## config.mk

```make
export PLATFORM = sky130hd
export DESIGN_NAME = eavt_elec
export DESIGN_NICKNAME = d
export VERILOG_FILES = /design/src/rtl/core/eavt_pkg.sv /design/src/rtl/core/eavt_elec.sv
export SDC_FILE = /design/constraint.sdc
export NUM_CORES = 1
export LEC_CHECK = 0
export ABC_AREA = 1
export BUFFER_PORTS_ARGS = -buffer_cell sky130_fd_sc_hd__buf_2
export CORE_MARGIN = 3
export CORE_UTILIZATION = 50
export DETAILED_ROUTE_END_ITERATION = 8
export PLACE_DENSITY = 0.74
export SLEW_MARGIN = 20
export SYNTH_ARGS = -nofsm -noshare
export SYNTH_HDL_FRONTEND = slang
export SYNTH_SLANG_ARGS = --single-unit
```

## constraint.sdc

```tcl
create_clock -name vclk -period 6.26
set_input_delay 0.313 -clock vclk [all_inputs]
set_output_delay 0.313 -clock vclk [all_outputs]
set_load 0.005 [all_outputs]
```

## src/rtl/core/eavt_pkg.sv

```systemverilog
// Shared widths, register indexes, reset values and types for the encoder tracker.
package eavt_pkg;

    // Field widths.
    localparam int ANGLE_BITS    = 12;
    localparam int ACCUM_BITS    = 32;
    localparam int VEL_FRAC_BITS = 16;
    localparam int VEL_BITS      = ANGLE_BITS + VEL_FRAC_BITS;
    localparam int ALPHA_BITS    = 16;
    localparam int POLE_BITS     = 7;

    // Configuration port.
    localparam int CFG_ADDR_BITS = 2;
    localparam int CFG_DATA_BITS = ALPHA_BITS;

    localparam logic [CFG_ADDR_BITS-1:0] CFG_FILTER_ALPHA      = 2'd0;
    localparam logic [CFG_ADDR_BITS-1:0] CFG_POLE_PAIRS        = 2'd1;
    localparam logic [CFG_ADDR_BITS-1:0] CFG_REVERSE_DIRECTION = 2'd2;
    localparam logic [CFG_ADDR_BITS-1:0] CFG_ELECTRICAL_ZERO   = 2'd3;

    // Register reset values.
    localparam logic [ALPHA_BITS-1:0] ALPHA_RESET = 16'd9362;
    localparam logic [POLE_BITS-1:0]  POLE_RESET  = 7'd7;

    // Request modes.
    localparam logic MODE_UPDATE = 1'b0;
    localparam logic MODE_INIT   = 1'b1;

    // Configuration register set.
    typedef struct packed {
        logic [ALPHA_BITS-1:0] alpha;
        logic [POLE_BITS-1:0]  pole_pairs;
        logic                  reverse;
        logic [ANGLE_BITS-1:0] zero;
    } eavt_cfg_t;

    // Tracking values produced for one request.
    typedef struct packed {
        logic signed [VEL_BITS-1:0]   velocity;
        logic signed [ACCUM_BITS-1:0] accum;
    } eavt_track_t;

endpackage

```

## src/rtl/core/eavt_elec.sv

```systemverilog
// Electrical angle from a mechanical sample, pole pairs, direction and zero offset.
module eavt_elec (
    input  logic [eavt_pkg::ANGLE_BITS-1:0] raw_angle,
    input  eavt_pkg::eavt_cfg_t             cfg,
    output logic [eavt_pkg::ANGLE_BITS-1:0] elec_angle
);

    localparam int PROD_W = eavt_pkg::ANGLE_BITS + eavt_pkg::POLE_BITS;

    logic [PROD_W-1:0]               prod_full;
    logic [eavt_pkg::ANGLE_BITS-1:0] prod_turn;
    logic [eavt_pkg::ANGLE_BITS-1:0] prod_dir;

    // Scale by pole pairs; only the position within one electrical turn matters.
    assign prod_full = PROD_W'(raw_angle) * PROD_W'(cfg.pole_pairs);
    assign prod_turn = prod_full[eavt_pkg::ANGLE_BITS-1:0];

    // Optional direction flip, then remove the alignment offset, all modulo one turn.
    assign prod_dir   = cfg.reverse ? (eavt_pkg::ANGLE_BITS'(0) - prod_turn) : prod_turn;
    assign elec_angle = prod_dir - cfg.zero;

endmodule

```

Yosys cells after proc, flatten, opt, wreduce, memory -nomap -nowiden
Index checks and enable logic that the tools add are counted.
{"block": "word_totals", "reg_bits": 0, "in_bits": 48, "output_inout_bits": 12, "elab_cells": 4}
{"block": "classes", "n_mux": 1, "addsub": 2, "multipliers": 1}
{"operator": "multiplier 12 x 7 -> 12 bit", "n": 1}
{"operator": "two-way mux 12 bit", "n": 1}
{"operator": "subtractor 1 x 12 -> 12 bit (first input constant)", "n": 1}
{"operator": "subtractor 12 bit", "n": 1}

Longest topological paths before layout
{"block": "depth", "ltp_word": 4, "depth_mapped": 37, "depth_no_buf": 36}

Worst setup path after synthesis
No wires, ideal clock.
{"block": "synth_timing", "path_type": "in2out", "from": "input cfg[16] (netlist name)", "to": "output elec_angle[11] (netlist name)", "t_arrival_ps": 5070, "n_path_buf": 1, "cell_stages": 35, "required_time_ps": 5947, "slack_ps": 877, "path_cell_list": "buf_2 -> nand2_1 -> inv_1 -> fa_1 -> inv_1 -> fa_1 -> inv_1 -> fa_1 -> inv_1 -> fa_1 -> inv_1 -> ha_1 -> nand2_1 -> nand2_1 -> inv_1 -> nand4_1 -> nand2_2 -> nand4_2 -> nor2_1 -> nand2_1 -> nand2_1 -> xor2_1 -> ha_1 -> a21oi_1 -> a21boi_0 -> nand3_1 -> inv_1 -> nand2_1 -> nand2_1 -> inv_1 -> nand2_1 -> nand2_1 -> inv_1 -> nand2_1 -> nand2_1"}
{"block": "synth_between", "elab_chain_len": 4}
{"item": "start: declaration", "line_no": "eavt_elec.sv:4", "rtl": "input eavt_pkg::eavt_cfg_t cfg,"}
{"item": "multiplier 12 x 7 -> 12 bit *", "line_no": "eavt_elec.sv:15", "rtl": "assign prod_full = PROD_W'(raw_angle) * PROD_W'(cfg.pole_pairs);"}
{"item": "subtractor 1 x 12 -> 12 bit", "line_no": "eavt_elec.sv:19", "rtl": "assign prod_dir = cfg.reverse ? (eavt_pkg::ANGLE_BITS'(0) - prod_turn) : prod_turn;"}
{"item": "two-way mux 12 bit *", "line_no": "eavt_elec.sv:19"}
{"item": "subtractor 12 bit *", "line_no": "eavt_elec.sv:20", "rtl": "assign elec_angle = prod_dir - cfg.zero;"}
{"item": "end: declaration", "line_no": "eavt_elec.sv:5", "rtl": "output logic [eavt_pkg::ANGLE_BITS-1:0] elec_angle"}
Every way passes the cells marked *; elsewhere a longest branch is shown, timed or not.

Final worst setup path
Ends and elaborated chain as after synthesis.

==> flow_metrics.tcl <==
set metrics [dict create \
    fp-row-count 26 \
    antennaDiodeCount 0 \
    synthMuxAreaShare 0 \
    yosys.area_share.simple 0.321 \
    min_path_type "input pin to output port" \
    relSlewSlack 0.750 \
    drive_above_1_share 0.123 \
    yosysWarnings 0 \
    final_cells 565 \
    final_core_util 0.588 \
    vdd.ir_drop.worst_v 0.000237 \
    critPathLaunchType "input pin" \
    max_freq_ghz 0.174 \
    drtAntennaViolNets 0 \
    final-hold-violation-count 0 \
    power_mw 1.26 \
    cp_data_required_time_ps 5950 \
    synth_top_area_frac 0.236 \
    grt_remaining_overflow 0 \
    syn_area_per_cell_um2 6.10 \
    netlist-cell-type-count 29 \
    grt_max_degree 15 \
    crit_top_cell "inv_1" \
    placement.io_buffers 44 \
    grt_antenna_before_repair 0 \
    ios 60 \
    dp_hpwl_um 5150 \
    rsz0062_at_grt "no" \
    worst_setup_path_end_kind "output port" \
    synth_compound_area_frac 0.0542 \
    grt_pass1_vias 2674 \
    drt-total-wl_um 5840 \
    synthAdderAreaFrac 0.371 \
    pre_cts_slack_ps 401 \
    synth_xor_area_frac 0.0689 \
    die_h_um 80.8 \
    synth_nets 569 \
    yosys.area.top_type "fa_1" \
    die_w_um 80.8 \
    combPwrFrac 1.000 \
    p_leak_nw 2.06 \
    slowest_delay_ps 540 \
    multiInputGateArea_um2 2300 \
    drv_slew 0 \
    p_sw_frac 0.573 \
    vias_per_cell 4.69 \
    fin_hold_ws_ps 968 \
    clock_buffers 0 \
    period_needed_ps 5760 \
    worst_slew_pin_slew_ps 371 \
    synthCells 458 \
    drtIter0Drc 135 \
    post_dp_cell_area_um2 3070 \
    n_sequential_cell 0 \
    switching_power_mw 0.722 \
    dp_cells 564 \
    firstDrtPassIters 4 \
    seqPwrFrac 0 \
    worstSetupPathType "input pin to output port" \
    path_max_fanout 9 \
    synthTopCellsByCount "155 x nand2_1, 127 x inv_1, 33 x fa_1, 30 x ha_1, 20 x nand3_1" \
    setup_ws_ps 498 \
    coreArea_um2 5270 \
    grtUsageTotal 0.204 \
    nNetsFinal 608 \
    grt_first_pass_wirelength_um 11200 \
    die_area_um2 6520 \
    powerDensity_nw_per_um2 407 \
    synthMostInstantiatedCell "nand2_1" \
    gp_congestion 0.840 \
    wl_per_cell_um 10.3 \
    cp.arrival_ps 5450 \
    post-route-period-util 0.920 \
    finalSetupViolations 0 \
    tns_ps 0 \
    crit_slowest_cell "fa_1" \
    synth_top_family_by_area "adder cells" \
    status "finished clean" \
    n_fill_cell 542 \
    drc 0 \
    start_util 0.530 \
    netlist_area_um2 2800 \
    ys_seq_area_frac 0 \
    seqCellArea_um2 0 \
    dr_total_vias 2648 \
    internal_power_mw 0.538 \
    p_clk_frac 0 \
    finish.instance_area_um2 3100 \
    cap_violations 0 \
    syn2layout_area_growth_pct 10.8 \
    synthTopCellsByArea "fa_1 24%, nand2_1 21%, inv_1 17%, ha_1 13%, xor2_1 4.7%" \
]
-- critical path, delay by kind of cell --
| kind | cells | cell delay [ps] |
|---|---|---|
| buffers and inverters | 12 | 840 |
| AO/OA/AOI/OAI | 2 | 260 |
| adder cells (fa/ha/maj) | 6 | 2710 |
| XOR/XNOR | 1 | 140 |
| AND/OR/NAND/NOR | 16 | 1200 |
-- what timing repair did --
action                                  4_1_cts  5_1_grt
setup buffers                                 0        1
gates resized for setup                       0        4
hold buffers                                  0        0
endpoints found under the setup margin        0        1
-- final timing paths --
check / cells after the start / start / to / slack, ps
worst max-delay path: 37 / cfg[16] / elec_angle[11] / 500
worst min-delay path: 4 / cfg[0] / elec_angle[0] / 970
-- power groups by stage --
stage	logic (mW)	clock network (mW)	registers, mW
6_report	1.26	0	0
5_1_grt	1.47	0	0
4_1_cts	1.23	0	0
3_5_place_dp	1.23	0	0
3_3_place_gp	1.20	0	0
2_1_floorplan	0.929	0	0
-- cell usage in the layout (no fill, tap or decap), drive strengths merged --
cell type | Yosys | final
xor2 | 15 | 15
nand3b | 3 | 3
a31oi | 2 | 2
nor3 | 2 | 2
inv | 128 | 128
o21bai | 2 | 2
nand4 | 5 | 5
buf | 5 | 45
o21ai | 6 | 6
nand3 | 23 | 23
o2111ai | 1 | 1
a21boi | 1 | 1
o31ai | 1 | 1
nand2 | 161 | 161
nor2 | 17 | 17
o21a | 1 | 1
xnor2 | 7 | 7
fa | 33 | 33
a21o | 1 | 1
ha | 30 | 30
a21oi | 11 | 11
-- cell families (layout without fill, tap and decap cells) --
family	after synthesis	in the layout
fa+ha+maj	63	63
compound gates	26	26
simple gates	211	211
buf+inv	136	173
xor+xnor	22	22
-- final cells by class --
class              count  area share
multi-input cells    322       0.743
repair buffers        45      0.0735
well taps             70      0.0283
inverters            128       0.155
-- layer usage --
| layer | wire (um) | GRT usage | share of wire |
|---|---|---|---|
| met1 | 2890 | 0.287 | 0.49 |
| met2 | 2800 | 0.376 | 0.48 |
| met3 | 156 | 0 | 0.027 |
| met4 | 0 | 0.00338 | 0 |
| met5 | 0 | 0 | 0 |
(Power assumes the default switching activity.)
